## src/rtl/cdlm_pkg.sv

```systemverilog
// Shared types and constants for the calendar date-list matcher.
// Used by every module of the block; depends on nothing else.
`default_nettype none

package cdlm_pkg;

	// Calendar and list sizing
	localparam int NUM_CALENDARS = 4;
	localparam int MAX_ENTRIES   = 16;
	localparam int CAL_W  = (NUM_CALENDARS > 1) ? $clog2(NUM_CALENDARS) : 1;
	localparam int IDX_W  = (MAX_ENTRIES > 1) ? $clog2(MAX_ENTRIES) : 1;
	localparam int CNT_W  = $clog2(MAX_ENTRIES + 1);
	localparam int DEPTH  = NUM_CALENDARS * MAX_ENTRIES;
	localparam int ADDR_W = (DEPTH > 1) ? $clog2(DEPTH) : 1;

	// Packed date arithmetic: (year + 1900) * 10000 + month * 100 + day
	localparam int PACK_W      = 25;
	localparam int YEAR_W      = 12;
	localparam int YEAR_BASE   = 1900;
	localparam int YEAR_SCALE  = 10000;
	localparam int MONTH_SCALE = 100;

	localparam logic [7:0] WILDCARD = 8'hFF;

	typedef enum logic [1:0] {
		OP_CLEAR  = 2'd0,
		OP_APPEND = 2'd1,
		OP_EVAL   = 2'd2,
		OP_NONE   = 2'd3
	} op_t;

	typedef enum logic [1:0] {
		KIND_DATE  = 2'd0,
		KIND_RANGE = 2'd1,
		KIND_WEEK  = 2'd2,
		KIND_NEVER = 2'd3
	} kind_t;

	typedef struct packed {
		logic [7:0] yr;
		logic [7:0] mon;
		logic [7:0] day;
	} date_t;

	typedef struct packed {
		kind_t      kind;
		date_t      start;
		date_t      stop;
		logic [7:0] wday;
	} entry_t;

	typedef struct packed {
		logic              wr_en;
		logic [ADDR_W-1:0] wr_addr;
		entry_t            wr_data;
		logic              rd_en;
		logic [ADDR_W-1:0] rd_addr;
	} ram_req_t;

	typedef struct packed {
		logic ge;
		logic le;
	} cmp_t;

endpackage

`default_nettype wire

```

## src/rtl/cdlm_date_pack.sv

```systemverilog
// Shared date unit: packs year/month/day into one number and compares it
// against the packed date under test. Depends on cdlm_pkg.
`default_nettype none

module cdlm_date_pack (
	input  wire cdlm_pkg::date_t              dt,
	input  wire [cdlm_pkg::PACK_W-1:0]        cur_val,
	output logic [cdlm_pkg::PACK_W-1:0]       pack_val,
	output cdlm_pkg::cmp_t                    cmp
);
	import cdlm_pkg::*;

	logic [YEAR_W-1:0] year_full;

	// Rebase the year offset
	assign year_full = YEAR_W'(dt.yr) + YEAR_W'(YEAR_BASE);

	// Pack the date
	assign pack_val = PACK_W'(year_full) * PACK_W'(YEAR_SCALE)
	                + PACK_W'(dt.mon) * PACK_W'(MONTH_SCALE)
	                + PACK_W'(dt.day);

	// Compare the tested date against this one
	assign cmp.ge = (cur_val >= pack_val);
	assign cmp.le = (cur_val <= pack_val);

endmodule

`default_nettype wire

```

## src/rtl/cdlm_entry_ram.sv

```systemverilog
// Entry store: one write port and one registered read port holding every
// calendar's date entries. Depends on cdlm_pkg.
`default_nettype none

module cdlm_entry_ram (
	input  wire                      clk,
	input  wire cdlm_pkg::ram_req_t  req,
	output cdlm_pkg::entry_t         rd_data
);
	import cdlm_pkg::*;

	entry_t mem [DEPTH];

	// Write on request, register the read data
	always_ff @(posedge clk) begin
		if (req.wr_en) begin
			mem[req.wr_addr] <= req.wr_data;
		end
		if (req.rd_en) begin
			rd_data <= mem[req.rd_addr];
		end
	end

endmodule

`default_nettype wire

```

## src/rtl/calendar_date_list_matcher.sv

```systemverilog
// Top level of the calendar date-list matcher: command port, scan sequencer,
// per-calendar counts and present values. Depends on cdlm_pkg, cdlm_entry_ram
// and cdlm_date_pack.
//
//   channel   signals                                    handshake
//   command   operation calendar entry_kind date_* end_* start / busy
//             weekday
//   result    accepted cal_active list_size              done, one cycle
//
// Clear, append, an invalid calendar and operation three finish in the cycle
// of acceptance; the result strobes in the following cycle and busy stays low.
// Evaluate keeps busy high while it packs the tested date (S_CUR) and scans entries
// in order up to the first hit or the list end, a single-date, weekday or never entry
// in S_CHECK and a range entry in S_CHECK then S_HI, through the single entry-store read
// port and the one shared pack/compare unit; the result strobes as busy falls.
// Reset clears counts and present values; the entry store needs no clearing.
// The receiver takes each result in its strobe cycle and cannot stall.
`default_nettype none

module calendar_date_list_matcher (
	input  wire        clk,
	input  wire        arst_n,
	input  wire        start,
	output logic       busy,
	input  wire [1:0]  operation,
	input  wire [2:0]  calendar,
	input  wire [1:0]  entry_kind,
	input  wire [7:0]  date_year,
	input  wire [7:0]  date_month,
	input  wire [7:0]  date_day,
	input  wire [7:0]  end_year,
	input  wire [7:0]  end_month,
	input  wire [7:0]  end_day,
	input  wire [7:0]  weekday,
	output logic       done,
	output logic       accepted,
	output logic       cal_active,
	output logic [4:0] list_size
);
	import cdlm_pkg::*;

	typedef enum logic [1:0] {
		S_IDLE,
		S_CUR,
		S_CHECK,
		S_HI
	} state_t;

	function automatic logic [ADDR_W-1:0] entry_addr(input logic [CAL_W-1:0] cal,
	                                                 input logic [IDX_W-1:0] idx);
		return ADDR_W'(cal) * ADDR_W'(MAX_ENTRIES) + ADDR_W'(idx);
	endfunction

	state_t            state_q;
	logic [CNT_W-1:0]  cnt_q [NUM_CALENDARS];
	logic              pv_q [NUM_CALENDARS];
	logic [CAL_W-1:0]  cal_q;
	date_t             test_q;
	logic [7:0]        twd_q;
	logic [PACK_W-1:0] cur_q;
	logic [IDX_W-1:0]  idx_q;
	logic [CNT_W-1:0]  scan_cnt_q;
	logic              ge_q;
	logic              done_q;
	logic              accepted_q;
	logic              present_q;
	logic [4:0]        count_out_q;

	logic              accept;
	logic              cal_ok;
	logic [CAL_W-1:0]  cal_idx;
	logic [CNT_W-1:0]  cur_cnt;
	logic              room;
	op_t               op;
	entry_t            ent;
	ram_req_t          ram_req;
	date_t             unit_in;
	logic [PACK_W-1:0] pack_val;
	cmp_t              cmp;
	logic [7:0]        start_yr;
	logic [7:0]        stop_yr;
	logic              entry_hit;
	logic              hit_hi;
	logic              step_miss;
	logic [CNT_W-1:0]  nxt_idx;
	logic              more;
	logic              scan_hit;
	logic              scan_done;

	// Decode the command
	assign accept  = start && !busy;
	assign cal_ok  = ({1'b0, calendar} < 4'(NUM_CALENDARS));
	assign cal_idx = calendar[CAL_W-1:0];
	assign cur_cnt = cnt_q[cal_idx];
	assign room    = (cur_cnt < CNT_W'(MAX_ENTRIES));
	assign op      = op_t'(operation);

	// Resolve wildcard years of a range entry to the tested year
	assign start_yr = (ent.start.yr == WILDCARD) ? test_q.yr : ent.start.yr;
	assign stop_yr  = (ent.stop.yr == WILDCARD) ? test_q.yr : ent.stop.yr;

	// Steer the shared pack/compare unit
	always_comb begin
		unique case (state_q)
			S_CHECK: unit_in = '{yr: start_yr, mon: ent.start.mon, day: ent.start.day};
			S_HI:    unit_in = '{yr: stop_yr, mon: ent.stop.mon, day: ent.stop.day};
			S_IDLE,
			S_CUR:   unit_in = test_q;
		endcase
	end

	cdlm_date_pack u_pack (
		.dt       (unit_in),
		.cur_val  (cur_q),
		.pack_val (pack_val),
		.cmp      (cmp)
	);

	// Match the current entry
	always_comb begin
		unique case (ent.kind)
			KIND_DATE: entry_hit = ((ent.start.yr == WILDCARD) || (ent.start.yr == test_q.yr))
			                    && ((ent.start.mon == WILDCARD) || (ent.start.mon == test_q.mon))
			                    && ((ent.start.day == WILDCARD) || (ent.start.day == test_q.day));
			KIND_WEEK: entry_hit = ((ent.start.mon == WILDCARD) || (ent.start.mon == test_q.mon))
			                    && ((ent.wday == WILDCARD) || (ent.wday == twd_q));
			KIND_RANGE,
			KIND_NEVER: entry_hit = 1'b0;
		endcase
	end

	assign hit_hi    = ge_q && cmp.le;
	assign step_miss = ((state_q == S_CHECK) && (ent.kind != KIND_RANGE) && !entry_hit)
	                || ((state_q == S_HI) && !hit_hi);
	assign nxt_idx   = CNT_W'(idx_q) + CNT_W'(1);
	assign more      = (nxt_idx < scan_cnt_q);
	assign scan_hit  = ((state_q == S_CHECK) && (ent.kind != KIND_RANGE) && entry_hit)
	                || ((state_q == S_HI) && hit_hi);
	assign scan_done = ((state_q == S_CUR) && (scan_cnt_q == '0))
	                || scan_hit || (step_miss && !more);

	// Drive the entry store: append writes, scan reads
	always_comb begin
		ram_req.wr_en        = accept && cal_ok && (op == OP_APPEND) && room;
		ram_req.wr_addr      = entry_addr(cal_idx, cur_cnt[IDX_W-1:0]);
		ram_req.wr_data.kind = kind_t'(entry_kind);
		ram_req.wr_data.start = '{yr: date_year, mon: date_month, day: date_day};
		ram_req.wr_data.stop  = '{yr: end_year, mon: end_month, day: end_day};
		ram_req.wr_data.wday = weekday;
		ram_req.rd_en        = ((state_q == S_CUR) && (scan_cnt_q != '0))
		                    || (step_miss && more);
		ram_req.rd_addr      = (state_q == S_CUR) ? entry_addr(cal_q, '0)
		                                          : entry_addr(cal_q, nxt_idx[IDX_W-1:0]);
	end

	cdlm_entry_ram u_ram (
		.clk     (clk),
		.req     (ram_req),
		.rd_data (ent)
	);

	// Sequence commands, hold calendar state and the result registers
	always_ff @(posedge clk or negedge arst_n) begin
		if (!arst_n) begin
			state_q <= S_IDLE;
			done_q  <= 1'b0;
			for (int i = 0; i < NUM_CALENDARS; i++) begin
				cnt_q[i] <= '0;
				pv_q[i]  <= 1'b0;
			end
		end else begin
			done_q <= 1'b0;
			unique case (state_q)
				S_IDLE: begin
					if (accept) begin
						cal_q  <= cal_idx;
						test_q <= '{yr: date_year, mon: date_month, day: date_day};
						twd_q  <= weekday;
						if (!cal_ok) begin
							done_q      <= 1'b1;
							accepted_q  <= 1'b0;
							present_q   <= 1'b0;
							count_out_q <= '0;
						end else begin
							unique case (op)
								OP_CLEAR: begin
									cnt_q[cal_idx] <= '0;
									done_q         <= 1'b1;
									accepted_q     <= 1'b1;
									present_q      <= pv_q[cal_idx];
									count_out_q    <= '0;
								end
								OP_APPEND: begin
									done_q    <= 1'b1;
									present_q <= pv_q[cal_idx];
									if (room) begin
										cnt_q[cal_idx] <= cur_cnt + CNT_W'(1);
										accepted_q     <= 1'b1;
										count_out_q    <= 5'(cur_cnt + CNT_W'(1));
									end else begin
										accepted_q  <= 1'b0;
										count_out_q <= 5'(cur_cnt);
									end
								end
								OP_EVAL: begin
									scan_cnt_q <= cur_cnt;
									idx_q      <= '0;
									state_q    <= S_CUR;
								end
								OP_NONE: begin
									done_q      <= 1'b1;
									accepted_q  <= 1'b0;
									present_q   <= pv_q[cal_idx];
									count_out_q <= 5'(cur_cnt);
								end
							endcase
						end
					end
				end
				S_CUR,
				S_CHECK,
				S_HI: begin
					if (state_q == S_CUR) begin
						cur_q <= pack_val;
					end
					if (scan_done) begin
						// Store the verdict and report
						pv_q[cal_q] <= scan_hit;
						done_q      <= 1'b1;
						accepted_q  <= 1'b1;
						present_q   <= scan_hit;
						count_out_q <= 5'(scan_cnt_q);
						state_q     <= S_IDLE;
					end else if (state_q == S_CUR) begin
						state_q <= S_CHECK;
					end else if ((state_q == S_CHECK) && (ent.kind == KIND_RANGE)) begin
						ge_q    <= cmp.ge;
						state_q <= S_HI;
					end else begin
						// Advance to the next entry
						idx_q   <= nxt_idx[IDX_W-1:0];
						state_q <= S_CHECK;
					end
				end
			endcase
		end
	end

	assign busy       = (state_q != S_IDLE);
	assign done       = done_q;
	assign accepted   = accepted_q;
	assign cal_active = present_q;
	assign list_size  = count_out_q;

`ifndef SYNTHESIS
	// A result only appears once the scan has ended
	a_done_idle: assert property (@(posedge clk) disable iff (!arst_n)
		done |-> !busy)
		else $error("result strobe while busy");

	// An evaluate on a valid calendar starts a scan
	a_eval_busy: assert property (@(posedge clk) disable iff (!arst_n)
		(accept && cal_ok && (op == OP_EVAL)) |=> busy)
		else $error("evaluate did not start a scan");

	// The scan never reads past the list
	a_scan_bound: assert property (@(posedge clk) disable iff (!arst_n)
		((state_q == S_CHECK) || (state_q == S_HI)) |-> (CNT_W'(idx_q) < scan_cnt_q))
		else $error("scan index beyond entry count");
`endif

endmodule

`default_nettype wire

```

## config.mk

```make
export PLATFORM = sky130hd
export DESIGN_NAME = calendar_date_list_matcher
export DESIGN_NICKNAME = d
export VERILOG_FILES = /design/src/rtl/cdlm_pkg.sv /design/src/rtl/cdlm_date_pack.sv /design/src/rtl/cdlm_entry_ram.sv /design/src/rtl/calendar_date_list_matcher.sv
export SDC_FILE = /design/constraint.sdc
export NUM_CORES = 2
export LEC_CHECK = 0
export BUFFER_PORTS_ARGS = -buffer_cell sky130_fd_sc_hd__buf_2
export CAP_MARGIN = 20
export CORE_MARGIN = 2
export CORE_UTILIZATION = 37
export DETAILED_ROUTE_END_ITERATION = 6
export PLACE_DENSITY = 0.59
export REMOVE_ABC_BUFFERS = 1
export SYNTH_ARGS = -nofsm -noshare
export SYNTH_HDL_FRONTEND = slang
export SYNTH_SLANG_ARGS = --single-unit
```

## constraint.sdc

```tcl
create_clock -name clk -period 24.1 [get_ports clk]
set_clock_uncertainty 0.1 [all_clocks]
set_input_delay 3.615 -clock clk [delete_from_list [all_inputs] [get_ports clk]]
set_output_delay 3.615 -clock clk [all_outputs]
set_load 0.05 [all_outputs]
```

==> out/results.tsv <==
metric	value	unit
CP arrival	11.80	ns
post-CTS sizing	0	
DR iter-0 viols	12600	
post-synthesis cell area	151000	um2
violated checks	DRC	
measured slew at the worst slew-check pin	1.22	ns
Clock Tree Root	sky130_fd_sc_hd__clkbuf_16	
maximum number of pins on one net before global-route repair	140	
total number of H-tree levels	5	
clock sink count	3873	
area overhead of the layout relative to synthesis	13.0	%
post-route clock period utilization	46.9	%
number of buffer cells added on primary ports	74	
detailed-placement wirelength estimate	243000	um
nets@finish	10200	
global placement routability congestion	0.832	
flops & latches, synth	3873	
starting density of the core	37.2	%
worst setup path category	flip-flop to flip-flop	
Final Max Tran Viols	0	
first-pass iteration count of the detailed router	7	
FF-to-FF End	list_size[2]$_DFFE_PP_	
number of buffers created by CTS	381	
wire length of the first global-routing pass	664000	um
clk_lat worst skew	0.98	ns
total global routing track utilization	21.9	%
terminating pin of the worst hold path	cnt_q[11]$_DFFE_PN0P_	
Antenna Nets Post-Route	0	
asr flop ratio synth	0.697	%
setup slack on the worst flop-to-flop path	12.80	ns
r2r worst-path depth	36	
status	complete, but fails checks	
die area	413000	um2
commonest cells after routing, fill and taps aside	3846 x sky130_fd_sc_hd__edfxtp_1, 1892 x sky130_fd_sc_hd__nand2_1, 935 x sky130_fd_sc_hd__o22ai_1	
clock-pin slew reported for the worst setup and hold paths after clock tree synthesis	0.06	ns
post-synthesis cell type count	75	
hold crit path type	flip-flop to flip-flop	
setup violators final	0	
critical-path cell with the highest stage delay	sky130_fd_sc_hd__dfrtp_2	
GR Overflow Total	0	
TritonCTS clock tree	built	
shortest clock period the worst path allows after layout	11.30	ns
most common cell after layout, fill and taps aside	sky130_fd_sc_hd__edfxtp_1	
Max-Slew Margin vs Limit	18.6	%
required time at the worst-slack endpoint	24.60	ns
I/O pin count	75	
area of the core	406000	um2
number of hold violations in the final report	0	
reported max-cap violation count	0	
end-of-flow core utilization	42.0	%
Syn Inst Count	9960	
hold path startpoint	cnt_q[11]$_DFFE_PN0P_	
vias after detailed routing	93900	
post-CTS setup buffer count	0	
highest fanout seen on the critical path	43	
worst hold path cell count	1	
die extent in y	643	um
Mean Syn Cell Area	15.2	um2
CTS hold repair buffers	0	
total number of yosys warnings	0	
total negative slack for setup checks	0	ns
initial antenna violation count	46	
Max Buffers Root-to-Sink	4	
fraction of final layout cells with drive strength greater than 1	10.2	%
DRC errors left	5	
Rows	234	
count of flip-flops with a built-in enable after synthesis	3846	
share of synthesized area occupied by flip-flops and latches	76.9	%
Die X-Extent	643	um
DR vias/cell	5.97	
slowest cell delay on critical path	1.07	ns
per-cell routed wire length	29.9	um
sort of element at the end of the critical path	flip-flop	
Post-Route WL	470000	um
most frequently used flop master after synthesis	sky130_fd_sc_hd__edfxtp_1	
unrepaired setup endpoints after global routing	false	
via count of the first global-routing pass	89700	
Startpoint Class	flip-flop	
maximum clock rate	88.5	MHz
beginning of the worst register-to-register path	state_q[0]$_DFFE_PN0P_	
==> layout make-up <==
class | instances | area, um2
fillers | 36200 | 236000
flip-flops and latches | 3873 | 116000
multi-input cells | 5260 | 32100
clock buffers | 472 | 10000
well taps | 5428 | 6790
repair buffers | 354 | 3210
clock inverters | 219 | 1940
inverters | 116 | 435
diodes | 11 | 27.5
==> sequential cells by signal, summed over array words and instances, names as in the netlist <==
| register | count |
|---|---|
| twd_q | 8 |
| scan_cnt_q | 5 |
| u_ram.mem | 3712 |
| cur_q | 25 |
| state_q | 2 |
| test_q | 24 |
| list_size | 5 |
| ge_q | 1 |
| pv_q | 4 |
| cal_q | 2 |
| accepted | 1 |
| cal_active | 1 |
| idx_q | 4 |
| cnt_q | 20 |
| done | 1 |
| u_ram.rd_data | 58 |
==> stage by stage <==
| step | area (um2) | hold slack (ns) | std cells | worst slack [ns] |
|---|---|---|---|---|
| 2_1_floorplan | 148000 | 0.364 | 9249 | -27.95 |
| 3_3_place_gp | 158000 | 0.377 | 15000 | 12.61 |
| 3_5_place_dp | 158000 | 0.395 | 15000 | 12.66 |
| 4_1_cts | 170000 | 0.408 | 15700 | 12.66 |
| 5_1_grt | 171000 | 0.419 | 15700 | 12.02 |
| 6_report | 171000 | 0.406 | 15700 | 12.80 |
==> Yosys cell counts, types with 3 or more instances <==
master / number / area, um2
sky130_fd_sc_hd__a211o_1: 3 / 26.3
sky130_fd_sc_hd__a211oi_1: 236 / 1770
sky130_fd_sc_hd__a21boi_0: 4 / 30.0
sky130_fd_sc_hd__a21o_1: 14 / 105
sky130_fd_sc_hd__a21oi_1: 531 / 2660
sky130_fd_sc_hd__a311oi_1: 465 / 4070
sky130_fd_sc_hd__a31oi_1: 471 / 2950
sky130_fd_sc_hd__and2_1: 6 / 37.5
sky130_fd_sc_hd__and3_1: 8 / 50.1
sky130_fd_sc_hd__buf_1: 48 / 180
sky130_fd_sc_hd__buf_2: 135 / 676
sky130_fd_sc_hd__clkbuf_1: 527 / 1980
sky130_fd_sc_hd__dfrtp_1: 27 / 676
sky130_fd_sc_hd__edfxtp_1: 3846 / 115000
sky130_fd_sc_hd__fa_1: 28 / 561
sky130_fd_sc_hd__ha_1: 138 / 1730
sky130_fd_sc_hd__inv_1: 116 / 435
sky130_fd_sc_hd__mux2_2: 17 / 191
sky130_fd_sc_hd__mux2i_1: 22 / 220
sky130_fd_sc_hd__mux4_2: 64 / 1440
sky130_fd_sc_hd__nand2_1: 1893 / 7110
sky130_fd_sc_hd__nand2b_1: 18 / 113
sky130_fd_sc_hd__nand3_1: 17 / 85.1
sky130_fd_sc_hd__nand3b_1: 3 / 22.5
sky130_fd_sc_hd__nand4_1: 26 / 163
sky130_fd_sc_hd__nor2_1: 128 / 480
sky130_fd_sc_hd__nor2_2: 3 / 18.8
sky130_fd_sc_hd__nor2b_1: 12 / 75.1
sky130_fd_sc_hd__nor3_1: 10 / 50.1
sky130_fd_sc_hd__nor3b_1: 4 / 30.0
sky130_fd_sc_hd__o211ai_1: 9 / 67.6
sky130_fd_sc_hd__o21a_1: 9 / 67.6
sky130_fd_sc_hd__o21ai_0: 30 / 150
sky130_fd_sc_hd__o21bai_1: 6 / 45.0
sky130_fd_sc_hd__o22ai_1: 936 / 5860
sky130_fd_sc_hd__o31a_1: 3 / 26.3
sky130_fd_sc_hd__o31ai_1: 4 / 30.0
sky130_fd_sc_hd__or3_1: 8 / 50.1
sky130_fd_sc_hd__or4_1: 3 / 22.5
sky130_fd_sc_hd__xnor2_1: 58 / 508
sky130_fd_sc_hd__xor2_1: 32 / 280
==> worst max-delay path: cells and delay by family, from the launching register on <==
kind	cells	cell delay (ns)
flip-flops	1	1.07
adder cells (fa/ha/maj)	9	3.34
AO/OA/AOI/OAI	9	2.73
XOR/XNOR	2	0.59
AND/OR/NAND/NOR	9	2.50
buffers and inverters	7	0.61
==> per-layer routing <==
layer  up-vias  track usage [%]  routed length [um]
met2      5361             35.3              221000
met4        32             8.05               18700
met5         -                0                 232
li1      39500                -                   -
met1     48100             29.5              182000
met3       904             4.10               47800
==> worst max-delay path by stage <==
stage | start | to | depth (start not counted)
after floorplan | state_q[1]$_DFFE_PN0P_ | u_ram.rd_data[0]$_DFFE_PP_ | 8
after global placement | state_q[0]$_DFFE_PN0P_ | accepted$_SDFFCE_PN1P_ | 36
after detailed placement | state_q[0]$_DFFE_PN0P_ | list_size[1]$_DFFE_PP_ | 36
after CTS | state_q[0]$_DFFE_PN0P_ | list_size[2]$_DFFE_PP_ | 36
after global routing | state_q[0]$_DFFE_PN0P_ | list_size[2]$_DFFE_PP_ | 36
final | state_q[0]$_DFFE_PN0P_ | list_size[2]$_DFFE_PP_ | 36
==> kinds of logic (layout without fill, tap and decap cells) <==
| group | count (synthesis) | after routing | share of synthesized area, % |
|---|---|---|---|
| AO/OA/AOI/OAI | 2742 | 2742 | 12.0 |
| XOR/XNOR | 91 | 91 | 0.533 |
| adder cells (fa/ha/maj) | 167 | 167 | 1.52 |
| buffers and inverters | 827 | 1161 | 2.17 |
| flip-flops | 3873 | 3873 | 76.9 |
| multiplexers | 103 | 103 | 1.23 |
| other | 0 | 11 | 0 |
| AND/OR/NAND/NOR | 2157 | 2157 | 5.61 |
Power is not shown: default switching activity piles up to over one toggle a cycle in this logic, so the estimate is an artifact.
